**src/design/srf_pkg.sv**
```systemverilog
// Package for the sensor reading ASCII framer.
// Holds payload and command types, frame byte kinds, character constants
// and the BCD and hex helper functions. Depends on nothing.
`default_nettype none

package srf_pkg;

  localparam int MAG_W      = 32;
  localparam int BCD_DIGITS = 10;
  localparam int BCD_W      = 4 * BCD_DIGITS;
  localparam int CONV_STEPS = MAG_W;
  localparam int FRAME_LEN  = 29;
  localparam int CNT_W      = 5;

  localparam logic [7:0] CHAR_DOLLAR = 8'h24;
  localparam logic [7:0] CHAR_PLUS   = 8'h2B;
  localparam logic [7:0] CHAR_MINUS  = 8'h2D;
  localparam logic [7:0] CHAR_COMMA  = 8'h2C;
  localparam logic [7:0] CHAR_STAR   = 8'h2A;
  localparam logic [7:0] CHAR_ZERO   = 8'h30;
  localparam logic [7:0] CHAR_UPPER_A = 8'h41;
  localparam logic [7:0] CHAR_CR     = 8'h0D;
  localparam logic [7:0] CHAR_LF     = 8'h0A;

  localparam logic [3:0] KIND_DOLLAR = 4'd0;
  localparam logic [3:0] KIND_SIGN_P = 4'd1;
  localparam logic [3:0] KIND_DIG_P  = 4'd2;
  localparam logic [3:0] KIND_COMMA  = 4'd3;
  localparam logic [3:0] KIND_SIGN_T = 4'd4;
  localparam logic [3:0] KIND_DIG_T  = 4'd5;
  localparam logic [3:0] KIND_STAR   = 4'd6;
  localparam logic [3:0] KIND_HEX_HI = 4'd7;
  localparam logic [3:0] KIND_HEX_LO = 4'd8;
  localparam logic [3:0] KIND_CR     = 4'd9;
  localparam logic [3:0] KIND_LF     = 4'd10;

  typedef struct packed {
    logic signed [31:0] pressure;
    logic signed [31:0] temperature;
  } srf_in_t;

  typedef struct packed {
    logic [7:0] out_byte;
    logic       last;
  } srf_out_t;

  typedef struct packed {
    logic       load;
    logic       step;
    logic       emit;
    logic [3:0] kind;
  } srf_cmd_t;

  function automatic logic [BCD_W-1:0] dabble_step(input logic [BCD_W-1:0] bcd,
                                                   input logic din);
    logic [BCD_W-1:0] adj;
    adj = bcd;
    for (int i = 0; i < BCD_DIGITS; i++) begin
      if (adj[4*i +: 4] >= 4'd5) begin
        adj[4*i +: 4] = adj[4*i +: 4] + 4'd3;
      end
    end
    return {adj[BCD_W-2:0], din};
  endfunction

  function automatic logic [7:0] hex_char(input logic [3:0] nib);
    logic [7:0] wide;
    wide = {4'b0000, nib};
    return (nib <= 4'd9) ? (CHAR_ZERO + wide) : (CHAR_UPPER_A + wide - 8'd10);
  endfunction

endpackage

`default_nettype wire

```
**src/design/srf_ctrl.sv**
```systemverilog
// Controller of the sensor reading ASCII framer.
// Sequences load, 32 conversion steps and 29 byte emits; uses srf_pkg.
`default_nettype none

module srf_ctrl (
  input  wire logic            clk,
  input  wire logic            rst,
  input  wire logic            start,
  output logic                 busy,
  output srf_pkg::srf_cmd_t    cmd
);
  import srf_pkg::*;

  localparam logic [1:0] ST_IDLE = 2'd0;
  localparam logic [1:0] ST_CONV = 2'd1;
  localparam logic [1:0] ST_EMIT = 2'd2;

  logic [1:0]       state;
  logic [1:0]       state_next;
  logic [CNT_W-1:0] cnt;
  logic [CNT_W-1:0] cnt_next;
  logic [3:0]       kind;

  always_comb begin
    priority if (cnt == 5'd0) begin
      kind = KIND_DOLLAR;
    end else if (cnt == 5'd1) begin
      kind = KIND_SIGN_P;
    end else if (cnt <= 5'd11) begin
      kind = KIND_DIG_P;
    end else if (cnt == 5'd12) begin
      kind = KIND_COMMA;
    end else if (cnt == 5'd13) begin
      kind = KIND_SIGN_T;
    end else if (cnt <= 5'd23) begin
      kind = KIND_DIG_T;
    end else if (cnt == 5'd24) begin
      kind = KIND_STAR;
    end else if (cnt == 5'd25) begin
      kind = KIND_HEX_HI;
    end else if (cnt == 5'd26) begin
      kind = KIND_HEX_LO;
    end else if (cnt == 5'd27) begin
      kind = KIND_CR;
    end else begin
      kind = KIND_LF;
    end
  end

  always_comb begin
    state_next = state;
    cnt_next   = cnt;
    cmd.load   = 1'b0;
    cmd.step   = 1'b0;
    cmd.emit   = 1'b0;
    cmd.kind   = kind;
    unique case (state)
      ST_IDLE: begin
        if (start) begin
          cmd.load   = 1'b1;
          cnt_next   = '0;
          state_next = ST_CONV;
        end
      end
      ST_CONV: begin
        cmd.step = 1'b1;
        if (cnt == CNT_W'(CONV_STEPS - 1)) begin
          cnt_next   = '0;
          state_next = ST_EMIT;
        end else begin
          cnt_next = cnt + 5'd1;
        end
      end
      ST_EMIT: begin
        cmd.emit = 1'b1;
        if (cnt == CNT_W'(FRAME_LEN - 1)) begin
          cnt_next   = '0;
          state_next = ST_IDLE;
        end else begin
          cnt_next = cnt + 5'd1;
        end
      end
      default: begin
        cnt_next   = '0;
        state_next = ST_IDLE;
      end
    endcase
  end

  always_ff @(posedge clk) begin
    if (rst) begin
      state <= ST_IDLE;
      cnt   <= '0;
    end else begin
      state <= state_next;
      cnt   <= cnt_next;
    end
  end

  assign busy = (state != ST_IDLE);

endmodule

`default_nettype wire

```
**src/design/srf_datapath.sv**
```systemverilog
// Datapath of the sensor reading ASCII framer.
// Holds magnitudes, BCD shift registers, checksum and the output register;
// driven by srf_ctrl commands, uses srf_pkg.
`default_nettype none

module srf_datapath (
  input  wire logic            clk,
  input  wire logic            rst,
  input  wire srf_pkg::srf_in_t  reading,
  input  wire srf_pkg::srf_cmd_t cmd,
  output srf_pkg::srf_out_t    result,
  output logic                 strobe
);
  import srf_pkg::*;

  logic [MAG_W-1:0] mag_p;
  logic [MAG_W-1:0] mag_t;
  logic [BCD_W-1:0] bcd_p;
  logic [BCD_W-1:0] bcd_t;
  logic             neg_p;
  logic             neg_t;
  logic [7:0]       sum;
  logic [7:0]       byte_next;
  logic             summed;
  logic [MAG_W-1:0] raw_p;
  logic [MAG_W-1:0] raw_t;

  assign raw_p = $unsigned(reading.pressure);
  assign raw_t = $unsigned(reading.temperature);

  always_comb begin
    summed = 1'b0;
    unique case (cmd.kind)
      KIND_DOLLAR: byte_next = CHAR_DOLLAR;
      KIND_SIGN_P: begin
        byte_next = neg_p ? CHAR_MINUS : CHAR_PLUS;
        summed    = 1'b1;
      end
      KIND_DIG_P: begin
        byte_next = CHAR_ZERO + {4'b0000, bcd_p[BCD_W-1 -: 4]};
        summed    = 1'b1;
      end
      KIND_COMMA: begin
        byte_next = CHAR_COMMA;
        summed    = 1'b1;
      end
      KIND_SIGN_T: begin
        byte_next = neg_t ? CHAR_MINUS : CHAR_PLUS;
        summed    = 1'b1;
      end
      KIND_DIG_T: begin
        byte_next = CHAR_ZERO + {4'b0000, bcd_t[BCD_W-1 -: 4]};
        summed    = 1'b1;
      end
      KIND_STAR:   byte_next = CHAR_STAR;
      KIND_HEX_HI: byte_next = hex_char(sum[7:4]);
      KIND_HEX_LO: byte_next = hex_char(sum[3:0]);
      KIND_CR:     byte_next = CHAR_CR;
      KIND_LF:     byte_next = CHAR_LF;
      default:     byte_next = CHAR_LF;
    endcase
  end

  always_ff @(posedge clk) begin
    if (cmd.load) begin
      neg_p <= raw_p[MAG_W-1];
      neg_t <= raw_t[MAG_W-1];
      mag_p <= raw_p[MAG_W-1] ? (MAG_W'(0) - raw_p) : raw_p;
      mag_t <= raw_t[MAG_W-1] ? (MAG_W'(0) - raw_t) : raw_t;
      bcd_p <= '0;
      bcd_t <= '0;
      sum   <= '0;
    end else if (cmd.step) begin
      bcd_p <= dabble_step(bcd_p, mag_p[MAG_W-1]);
      bcd_t <= dabble_step(bcd_t, mag_t[MAG_W-1]);
      mag_p <= {mag_p[MAG_W-2:0], 1'b0};
      mag_t <= {mag_t[MAG_W-2:0], 1'b0};
    end else if (cmd.emit) begin
      if (summed) begin
        sum <= sum + byte_next;
      end
      if (cmd.kind == KIND_DIG_P) begin
        bcd_p <= {bcd_p[BCD_W-5:0], 4'b0000};
      end
      if (cmd.kind == KIND_DIG_T) begin
        bcd_t <= {bcd_t[BCD_W-5:0], 4'b0000};
      end
    end
  end

  always_ff @(posedge clk) begin
    if (cmd.emit) begin
      result.out_byte <= byte_next;
      result.last     <= (cmd.kind == KIND_LF);
    end
  end

  always_ff @(posedge clk) begin
    if (rst) begin
      strobe <= 1'b0;
    end else begin
      strobe <= cmd.emit;
    end
  end

endmodule

`default_nettype wire

```
**src/design/sensor_reading_ascii_framer.sv**
```systemverilog
// Top level of the sensor reading ASCII framer; instantiates srf_ctrl and
// srf_datapath, uses srf_pkg.
// The first frame byte shows after the binary-to-BCD conversion, then one byte per
// cycle for the rest of the frame. A new start is taken only in idle, so each frame
// runs the 32-step binary-to-BCD shift loop followed by the 29-byte emit sequence.
// Reset: rst (synchronous) returns the controller to idle and drops strobe.
`default_nettype none

module sensor_reading_ascii_framer (
  input  wire logic            clk,
  input  wire logic            rst,
  input  wire logic            start,
  input  wire srf_pkg::srf_in_t reading,
  output logic                 busy,
  output logic                 strobe,
  output srf_pkg::srf_out_t    result
);
  import srf_pkg::*;

  srf_cmd_t cmd;

  srf_ctrl u_ctrl (
    .clk   (clk),
    .rst   (rst),
    .start (start),
    .busy  (busy),
    .cmd   (cmd)
  );

  srf_datapath u_datapath (
    .clk     (clk),
    .rst     (rst),
    .reading (reading),
    .cmd     (cmd),
    .result  (result),
    .strobe  (strobe)
  );

endmodule

`default_nettype wire

```
**config.mk**
```make
export PLATFORM = sky130hd
export DESIGN_NAME = sensor_reading_ascii_framer
export DESIGN_NICKNAME = d
export VERILOG_FILES = /design/src/design/srf_pkg.sv /design/src/design/srf_ctrl.sv /design/src/design/srf_datapath.sv /design/src/design/sensor_reading_ascii_framer.sv
export SDC_FILE = /design/constraint.sdc
export NUM_CORES = 1
export LEC_CHECK = 0
export BUFFER_PORTS_ARGS = -buffer_cell sky130_fd_sc_hd__buf_4
export CAP_MARGIN = 20
export CELL_PAD_IN_SITES_DETAIL_PLACEMENT = 2
export CELL_PAD_IN_SITES_GLOBAL_PLACEMENT = 2
export CORE_MARGIN = 2
export CORE_UTILIZATION = 34
export DETAILED_ROUTE_END_ITERATION = 8
export HOLD_SLACK_MARGIN = 0.02
export PLACE_DENSITY_LB_ADDON = 0.1
export SLEW_MARGIN = 25
export SYNTH_ARGS = -nofsm -noshare
export SYNTH_HDL_FRONTEND = slang
export SYNTH_SLANG_ARGS = --single-unit
```
**constraint.sdc**
```tcl
create_clock -name clk -period 3.3 [get_ports clk]
set_clock_uncertainty 0.2 [all_clocks]
set_input_delay 0.495 -clock clk [delete_from_list [all_inputs] [get_ports clk]]
set_output_delay 0.495 -clock clk [all_outputs]
set_load 0.02 [all_outputs]
```
# Word-level counts from Yosys, hierarchy flattened
# Cells that the tools add are included.
[word_totals] latch_bits=0 wordCells=166 mem_bits_rw=0 rom_bits=0 n_memories=0 reg_bits=171 in_bits=67
[classes] magnitude_cmp=24 n_bitwise=1 n_mul=0 add_sub_neg=32 reduce_logical=13 n_mux=60 shifts=0 n_eq_ne=24 n_div=0
[ops] op="2-to-1 mux 40 bit" count=6
[ops] op="2-to-1 mux 32 bit" count=6
[ops] op="2-to-1 mux 4 bit" count=27
[ops] op="greater-or-equal comparator 4 x 3 -> 1 bit, second input constant" count=20
[ops] op="one-hot mux 8 bit (10 select lines)" count=1
[ops] op="adder 4 x 2 -> 4 bit, second input constant" count=18
[ops] op="subtractor 1 x 32 -> 32 bit, first input constant" count=2
[ops] op="== test 5 bit, second input constant" count=6
[ops] op="adder 6 x 4 -> 7 bit, first input constant" count=4
[ops] op="adder 7 x 4 -> 8 bit, first input constant" count=2
[ops] op="== test 4 x 3 -> 1 bit, second input constant" count=4
[ops] op="2-to-1 mux 8 bit" count=2
[ops] op="subtractor 8 x 4 -> 8 bit, second input constant" count=2
[ops] op="2-to-1 mux 5 bit" count=3
[ops] op="one-hot mux 5 bit (3 select lines)" count=1
[ops] op="== test 4 bit, second input constant" count=3
[ops] op="2-to-1 mux 3 bit" count=4
[ops] op="== test 5 x 4 -> 1 bit, second input constant" count=2
[ops] op="nonzero test 2 bit" count=5
[ops] op="adder 8 bit" count=1
[ops] op="== test 4 x 2 -> 1 bit, second input constant" count=2
[ops] op="<= comparator 4 bit, second input constant" count=2
[ops] op="2-to-1 mux 2 bit" count=4
[ops] op="adder 3 x 2 -> 3 bit, second input constant" count=2
[ops] op="18 further kinds" count=25

# Logic depth before layout (Yosys ltp)
# Gate-level depths: netlist (run 1).
[depth] ltp_word=15 ltp_mapped=17 ltp_nobuf=16

# By module
# Synthesis (run 1) repeated with hierarchy kept, for this count alone.
[hier_totals] cells_unflattened=1293 area_unflattened_um2=11091.9
[by_module_without_submodules] module="srf_datapath" instances=1 area_each_um2=10406.2 cells_per_inst=1205
[by_module_without_submodules] module="srf_ctrl" instances=1 area_each_um2=685.7 cells_per_inst=88

# Worst setup path before layout (run 1)
# Ideal clock, no wire load.
[synth_timing] path_kind="register to register" startpoint="register u_ctrl.cnt[0]" endpoint="register u_datapath.sum[6]" path_stages_with_launch=18 period_less_slack_ns=3.641 arrival_time_ns=3.311 slack_ns=-0.341 path_buffers=1 cell_sequence="dfxtp_1 > inv_1 > ha_1 > buf_2 > and3b_1 > o21ai_0 > o21ai_0 > o21ai_0 > nor2_1 > o221ai_1 > ha_1 > fa_1 > a21oi_1 > o211ai_1 > a21oi_1 > xnor2_1 > mux2i_1 > nor2_1"
[synth_lines] item="start: declaration" line_no="srf_ctrl.sv:20" text="logic [CNT_W-1:0] cnt;"
[synth_lines] item="start signal: assignment" line_no="srf_ctrl.sv:96" text="cnt <= cnt_next;"
[synth_lines] item="== test 5 bit" line_no="srf_ctrl.sv:43" text="end else if (cnt == 5'd27) begin"
[synth_lines] item="2-to-1 mux 2 bit" line_no="srf_ctrl.sv:43"
[synth_lines] item="2-to-1 mux 4 bit" line_no="srf_ctrl.sv:41" text="end else if (cnt == 5'd26) begin"
[synth_lines] item="2-to-1 mux 4 bit" line_no="srf_ctrl.sv:39" text="end else if (cnt == 5'd25) begin"
[synth_lines] item="2-to-1 mux 4 bit" line_no="srf_ctrl.sv:37" text="end else if (cnt == 5'd24) begin"
[synth_lines] item="2-to-1 mux 4 bit" line_no="srf_ctrl.sv:35" text="end else if (cnt <= 5'd23) begin"
[synth_lines] item="2-to-1 mux 4 bit" line_no="srf_ctrl.sv:33" text="end else if (cnt == 5'd13) begin"
[synth_lines] item="2-to-1 mux 4 bit" line_no="srf_ctrl.sv:31" text="end else if (cnt == 5'd12) begin"
[synth_lines] item="2-to-1 mux 4 bit" line_no="srf_ctrl.sv:29" text="end else if (cnt <= 5'd11) begin"
[synth_lines] item="2-to-1 mux 4 bit" line_no="srf_ctrl.sv:27" text="end else if (cnt == 5'd1) begin"
[synth_lines] item="2-to-1 mux 4 bit (*)" line_no="srf_ctrl.sv:25" text="priority if (cnt == 5'd0) begin"
[synth_lines] item="== test 4 bit (tied with other cells)" line_no="srf_datapath.sv:33" text="unique case (cmd.kind)"
[synth_lines] item="one-hot mux 8 bit (10 select lines) (*)" line_no="srf_datapath.sv:33"
[synth_lines] item="via u_datapath.byte_next[0]" line_no="srf_datapath.sv:23" text="logic [7:0] byte_next;"
[synth_lines] item="adder 8 bit (*)" line_no="srf_datapath.sv:80" text="sum <= sum + byte_next;"
[synth_lines] item="end signal: assignment" line_no="srf_datapath.sv:80"
[synth_lines] item="end: declaration" line_no="srf_datapath.sv:22" text="logic [7:0] sum;"
# The timed path passes the listed nets; every way through them passes the cells marked *.
# A chain may end at the register's enable or synchronous reset.

# Final worst setup path (run 1)
[layout_timing] startpoint="register u_ctrl.cnt[1]" endpoint="register u_datapath.sum[7]"
# Same word-level chain as after synthesis.

==> results of run 1 <==
[layout make-up]
| cell class | instances | area (sq um) | area share [%] |
|---|---|---|---|
| multi-input cells | 1023 | 6803 | 49.89 |
| well taps | 448 | 560.5 | 4.111 |
| clock inverters | 14 | 152.6 | 1.120 |
| clock buffers | 18 | 450.4 | 3.304 |
| inverters | 72 | 275.3 | 2.019 |
| repair buffers | 158 | 1240 | 9.094 |
| flip-flops and latches | 170 | 4153 | 30.46 |
[what timing repair did]
item	in CTS	in global routing
endpoints found under the hold margin	0	0
gates resized for setup	21	9
setup buffers	3	0
setup endpoints to repair	5	6
pin swaps	17	16
[cells by family after synthesis]
logic type	Yosys count
buffers and inverters	160
AO/OA/AOI/OAI	410
other	1
XOR/XNOR	85
adder cells (fa/ha/maj)	63
flip-flops	170
multiplexers	35
AND/OR/NAND/NOR	429
[flip-flops by register name, indices dropped and copies added (netlist names), 2 cells and up]
signal and count:
u_ctrl.cnt 5, u_ctrl.state 2, u_datapath.sum 8, u_datapath.bcd_t 40
u_datapath.mag_p 32, u_datapath.bcd_p 40, u_datapath.result 8, u_datapath.mag_t 32
[metrics by stage]
step                      setup WS, ns  hold slack, ns  setup TNS (ns)  cells  cell area, sq um
after floorplan               -0.08579          0.2351         -0.1807   1353             11470
after global placement         -0.1329          0.2457         -0.2532   1868             12900
after detailed placement       -0.3080          0.2558         -0.8909   1868             12900
after CTS                      -0.1828         0.05767         -0.4246   1903             13600
after global routing           -0.3944         0.07981          -1.372   1903             13630
final                          -0.2062         0.07626         -0.5702   1903             13630
[worst min-delay path by stage]
stage / end / cells past startpoint / slack [ns]
6_report: u_ctrl.cnt[1] / 2 / 0.08
5_1_grt: u_datapath.strobe / 2 / 0.08
4_1_cts: u_ctrl.cnt[1] / 2 / 0.06
3_5_place_dp: u_datapath.bcd_t[0] / 1 / 0.26
3_3_place_gp: u_datapath.bcd_t[0] / 1 / 0.25
2_1_floorplan: u_datapath.bcd_t[0] / 1 / 0.24
[Yosys cell counts, types with 37 or more instances]
library cell  count
nand4_1          37
edfxtp_1         74
inv_1            71
a211oi_1         41
clkbuf_1         70
ha_1             62
nor2_1           86
xor2_1           57
dfxtp_1          96
nand2_1         162
a21oi_1          58
o21ai_0         142
[per-layer routing]
metal,GRT usage [%],up-vias,share of wire [%]
li1,-,5076,-
met1,24.88,5213,46
met2,36.15,111,50
met3,2.533,33,2.2
met4,5.464,0,1.7
met5,0,-,0
[layout by cell type, fill, tap and decap left out, types with 34 or more instances in the layout]
master,instances
o31ai_1,34
edfxtp_1,74
ha_1,55
xor2_1,57
nand2_1,159
nor2_1,84
dfxtp_1,93
buf_4,153
inv_1,68
a21oi_1,54
nand4_1,37
a211oi_1,39
o21ai_0,136
mux2i_1,35
[power by group]
part | total (W) | internal (W) | switching [W] | leakage [nW]
sequential | 0.00265 | 0.00251 | 0.000142 | 1.51
combinational | 0.00120 | 0.000435 | 0.000767 | 3.09
clock | 0.00213 | 0.00112 | 0.00101 | 0.295
total | 0.00598 | 0.00407 | 0.00192 | 4.90
==> qor.csv, run 1 <==
metric,value,unit
outcome,"finished, violations left",
failed_checks,setup timing,
rr_endpoint,u_datapath.sum[7],
netlist.area_leader.share,19.52,%
ys_ff_latch,170,
cts.sinks,170,
synth_nets,1483,
synth_top_family_by_area,compound AO/OA/AOI/OAI gates,
cp_top_family,compound AO/OA/AOI/OAI gates,
rows,67,
postSynthAreaPerCell,8.413,sq um
crit_cells,15,
synth_flop_cell,dfxtp_1,
boundaryPins,78,
drt-initial-drc-count,407,
rsz0062_at_grt,true,
report.power.total,0.005985,W
clkLatencyLatePin,0.45,ns
coreArea,33280,sq um
path_cells,"inv_4, ha_4, or3_4, o221ai_4, nand3_2, nor2_2, a21oi_1, o211ai_1, ha_1, a211oi_2, nor2_1, o31ai_1, a21oi_1, a21o_1, a21oi_2",
chipWidth,187.0,microns
r2r_start,u_ctrl.cnt[1],
cts_buffers,17,
cp_max_fo,5,
critPathBufInv,1,
maxSlewViolCount,0,
hold_violations,0,
die_h,187.0,microns
fmaxAchievable,285.2,MHz
grt_pass1_wl,58020,microns
setup_violations,4,
critical_path.endpoint,u_datapath.sum[7],
cpMaxStageDelayCell,or3_4,
hold_path_class,input pin to flop,
max-vdd-ir-drop,0.0003908,V
synth-seq-area-share,36.40,%
worst_path_most_repeated_cell,a21oi_1,
synthTopCellsByArea,"edfxtp_1 20%, dfxtp_1 17%, ha_1 6.8%, o21ai_0 6.2%, nand2_1 5.3%",
antennaDiodeCount,0,
setup_slack,-0.2062,ns
min_from,rst,
tightest_slew,0.8775,ns
fill_cells,3753,
slowest_delay,0.41,ns
synth-edff-count,74,
critical_path_class,flop to flop,
clockBufferDepth,2,
synthMuxAreaShare,3.078,%
vias,10430,
critical_path_arrival,3.69,ns
synth-compound-area-share,23.39,%
synth_largest_area_cell,edfxtp_1,
period_share,106.2,%
h-tree-depth,4,
place_congestion,0.8076,
rrSetupSlack,-0.21,ns
syn_inst,1353,
cts_root_buffer,clkbuf_16,
drive_above_1_share,17.11,%
initial_core_util,34.20,%
via_per_inst,5.482,
post-route-min-period,3.506,ns
overflow,0,
required,3.49,ns
area_growth,19.77,%
dp_hpwl,23090,microns
tritoncts,yes,
path_clk_slew,0.07,ns
grtUsageTotal,19.97,%
crit_start,u_ctrl.cnt[1],
finalCoreUtilization,40.97,%
netlist_area,11380,sq um
hold_buffers,0,
routedWlPerCell,17.85,microns
maxSlewHeadroom,41.50,%
die-area,34960,sq um
grt_max_degree,128,
cp-end-kind,flop,
maxCapViolCount,0,
antenna_found_initial,0,
synthDistinctLibCells,73,
async_reset_ff_share,0,%
firstDrtPassIters,4,
drc,0,
p_leak,4.896,nW
ys_warn_count,0,
ant_nets,0,
rr_worst_depth,15,
synth-simple-area-share,18.10,%
numPortBuffers,76,
yosys.area_share.adder,6.991,%
first_global_vias,11330,
power_density,438.9,nW/um^2
startpoint_type,flop,
wirelength,33970,microns
synth_xor_area_share,6.540,%
nNetsFinal,1572,
(Power assumes the default switching activity.)
==> run 2: changes to the inputs <==
- SYNTH_HIERARCHICAL: not set -> 1
==> run 2 against run 1 <==
The flow still finishes with violations (setup timing). Critical path depth increased by 2. Maximum frequency fell by 9.6%. Synthesized cell count down 4.4%. Largest power group unchanged. Non-clock buffer count grew 12. Cell count decreased by 2.3%. Final area decreased by 0.52%.
==> qor.csv, run 2 <==
metric,value,unit,change
outcome,"finished, violations left",,unchanged
failed_checks,setup timing,,unchanged
dp_hpwl,22720,microns,was 23090 microns
grt_pass1_wl,56260,microns,was 58020 microns
setup_slack,-0.5785,ns,was -0.2062 ns
final_common_cell,buf_4,,was nand2_1
nNetsFinal,1535,,was 1572
ys_warn_count,6,,was 0
cts.sinks,170,,unchanged
antennaDiodeCount,0,,unchanged
synth_flop_cell,dfxtp_1,,unchanged
initial_core_util,34.26,%,was 34.20%
ant_nets,0,,unchanged
power.internal,0.004734,W,was 0.004067 W
synth-edff-count,74,,unchanged
period_share,117.5,%,was 106.2%
yosysMostFrequentCell,a21oi_1,,was nand2_1
place_congestion,0.8135,,was 0.8076
hold_violations,0,,unchanged
dpl_cell_area,12680,sq um,was 12900 sq um
vias,10130,,was 10.43k
p_switching,0.002403,W,was 0.001917 W
regArea,4151,sq um,was 4153 sq um
maxSlewViolCount,0,,unchanged
chipWidth,184.6,microns,was 187.0 microns
swShare,33.67,%,was 32.03%
cts_buffers,17,,unchanged
required,3.44,ns,was 3.49 ns
first_global_vias,10870,,was 11.33k
drc,0,,unchanged
cp_max_fo,7,,was 5
ys_top_cells_by_count,"149 x a21oi_1, 148 x nor2_1, 96 x dfxtp_1, 80 x nand2_1, 74 x edfxtp_1",,"was 162 x nand2_1, 142 x o21ai_0, 96 x dfxtp_1, 86 x nor2_1, 74 x edfxtp_1"
routedWlPerCell,18.19,microns,was 17.85 microns
netlist_area,11090,sq um,was 11380 sq um
hold_path_class,input pin to flop,,unchanged
startpoint_type,flop,,unchanged
power_density,526.2,nW/um^2,was 438.9 nW/um^2
drt-initial-drc-count,376,,was 407
h-tree-depth,4,,unchanged
rsz0062_at_grt,true,,unchanged
firstDrtPassIters,4,,unchanged
post-route-min-period,3.879,ns,was 3.506 ns
synthTopCellsByArea,"edfxtp_1 20%, dfxtp_1 17%, ha_1 7.0%, a21oi_1 6.7%, nor2_1 5.0%",,"was edfxtp_1 20%, dfxtp_1 17%, ha_1 6.8%, o21ai_0 6.2%, nand2_1 5.3%"
p_leak,5.088,nW,was 4.896 nW
rows,66,,was 67
numPortBuffers,76,,unchanged
final_cell_mix,"160 x buf_4, 147 x nor2_1, 142 x a21oi_1, 94 x dfxtp_1, 77 x nand2_1",,"was 159 x nand2_1, 153 x buf_4, 136 x o21ai_0, 93 x dfxtp_1, 84 x nor2_1"
dp_slack,-0.6152,ns,was -0.3080 ns
netlist.area_leader.share,20.03,%,was 19.52%
path_clk_slew,0.07,ns,about the same
critical_path_arrival,4.01,ns,was 3.69 ns
tns,-2.709,ns,was -0.5702 ns
grtUsageTotal,20.27,%,was 19.97%
coreArea,32370,sq um,was 33280 sq um
tightest_slew,0.9619,ns,was 0.8775 ns
wirelength,33840,microns,was 33970 microns
die-area,34080,sq um,was 34960 sq um
via_per_inst,5.446,,was 5.482
whs,0.1018,ns,was 0.07626 ns
multi_input_area,6619,sq um,was 6803 sq um
die_h,184.6,microns,was 187.0 microns
clkLatencyLatePin,0.44,ns,was 0.45 ns
maxCapViolCount,0,,unchanged
fin_area,13560,sq um,was 13630 sq um
antenna_found_initial,0,,unchanged
synth_largest_area_cell,edfxtp_1,,unchanged
drive_above_1_share,18.90,%,was 17.11%
fill_cells,3607,,was 3753
clockPowerShare,30.1,%,was 35.6%
tritoncts,yes,,unchanged
cts_root_buffer,clkbuf_16,,unchanged
fmaxAchievable,257.8,MHz,was 285.2 MHz
reg_top3,"u_datapath/bcd_p x40, u_datapath/bcd_t x40",,"was u_datapath.bcd_p x40, u_datapath.bcd_t x40"
synth_nets,1423,,was 1483
max-vdd-ir-drop,0.0003670,V,was 0.0003908 V
hold_buffers,0,,unchanged
critical_path_class,flop to flop,,unchanged
postSynthAreaPerCell,8.578,sq um,was 8.413 sq um
async_reset_ff_share,0,%,unchanged
maxSlewHeadroom,35.88,%,was 41.50%
synth-seq-area-share,37.36,%,was 36.40%
clockBufferDepth,2,,unchanged
p_comb_share,28.0,%,was 20.1%
setup_violations,7,,was 4
ys_ff_latch,170,,unchanged
grt_max_degree,131,,was 128
cp-end-kind,flop,,unchanged
overflow,0,,unchanged
pwr-share-seq,41.9,%,was 44.4%
area_growth,22.28,%,was 19.77%
boundaryPins,78,,unchanged
synthDistinctLibCells,70,,was 73
syn_inst,1293,,was 1353
[run 2: cells by family (layout without fill, tap and decap cells)]
kind of cell,Yosys count,count (layout),synth area share (%)
other,1,1,0.03381
buffers and inverters,143,268,4.918
xor gates and xnor gates,84,84,6.633
muxes,32,32,3.023
and+or+nand+nor,394,394,17.24
adders and majority gates,63,63,7.174
AOI/OAI and AO/OA,406,406,23.62
DFF,170,170,37.36
[run 2: worst max-delay path, stage by stage, from the launching register on]
cell	delay (ns)
dfxtp_4	0.40
ha_4	0.14
and3b_2	0.23
mux2_4	0.28
a221oi_2	0.23
buf_4	0.20
buf_6	0.12
a21oi_2	0.03
nor2_1	0.11
o22ai_1	0.12
a221o_1	0.34
buf_6	0.15
fa_2	0.38
a211oi_2	0.21
o21bai_1	0.13
a21oi_2	0.19
nor4_2	0.05
a311o_1	0.28
[run 2: repair_timing]
action                                  CTS  global route
setup buffers                             4             6
gates resized for setup                  23            16
endpoints found under the setup margin    7            36
pin swaps                                20            19
cloned                                    0             0
[run 2: layer usage]
layer  wire [microns]  vias up  global-route usage, %
met2            16790       84                  36.24
met3              592       21                  2.944
met1            16140     5070                  25.95
met4              318        0                  4.032
li1                 -     4954                      -
met5                0        -                      0
[run 2: path summary, 6_finish.rpt]
kind                             start              endpoint  slack (ns)  cells past startpoint
setup / recovery         u_ctrl/cnt[1]     u_datapath/sum[6]       -0.58                     17
hold / removal                     rst     u_datapath/strobe        0.10                      2
setup reg to reg         u_ctrl/cnt[1]     u_datapath/sum[6]       -0.58                     17
hold reg to reg   u_datapath/bcd_t[19]  u_datapath/bcd_t[23]        0.31                      2
[run 2: power by group through the flow]
stage,registers [W],clock network (W),logic [W]
finish,0.00299,0.00215,0.00200
global route,0.00305,0.00230,0.00229
CTS,0.00299,0.00222,0.00203
detailed placement,0.00303,0,0.00200
global placement,0.00302,0,0.00192
floorplan,0.00291,0,0.00144
[run 2: layout make-up]
| cell class | instances | share of cell area (%) |
|---|---|---|
| sequential | 170 | 30.61 |
| clock buffer | 26 | 3.930 |
| inverter | 66 | 1.845 |
| timing repair buffer | 170 | 10.14 |
| clock inverter | 6 | 0.5996 |
| tap | 442 | 4.077 |
| multi-input combinational | 980 | 48.80 |
[run 2: stage by stage]
stage	utilization [%]	total power, W	instances
5_1_grt	41.90	0.007643	1860
4_1_cts	41.48	0.007242	1854
6_report	41.90	0.007136	1860
3_3_place_gp	39.19	0.004936	1818
2_1_floorplan	-	0.004351	1293
3_5_place_dp	39.19	0.005038	1818
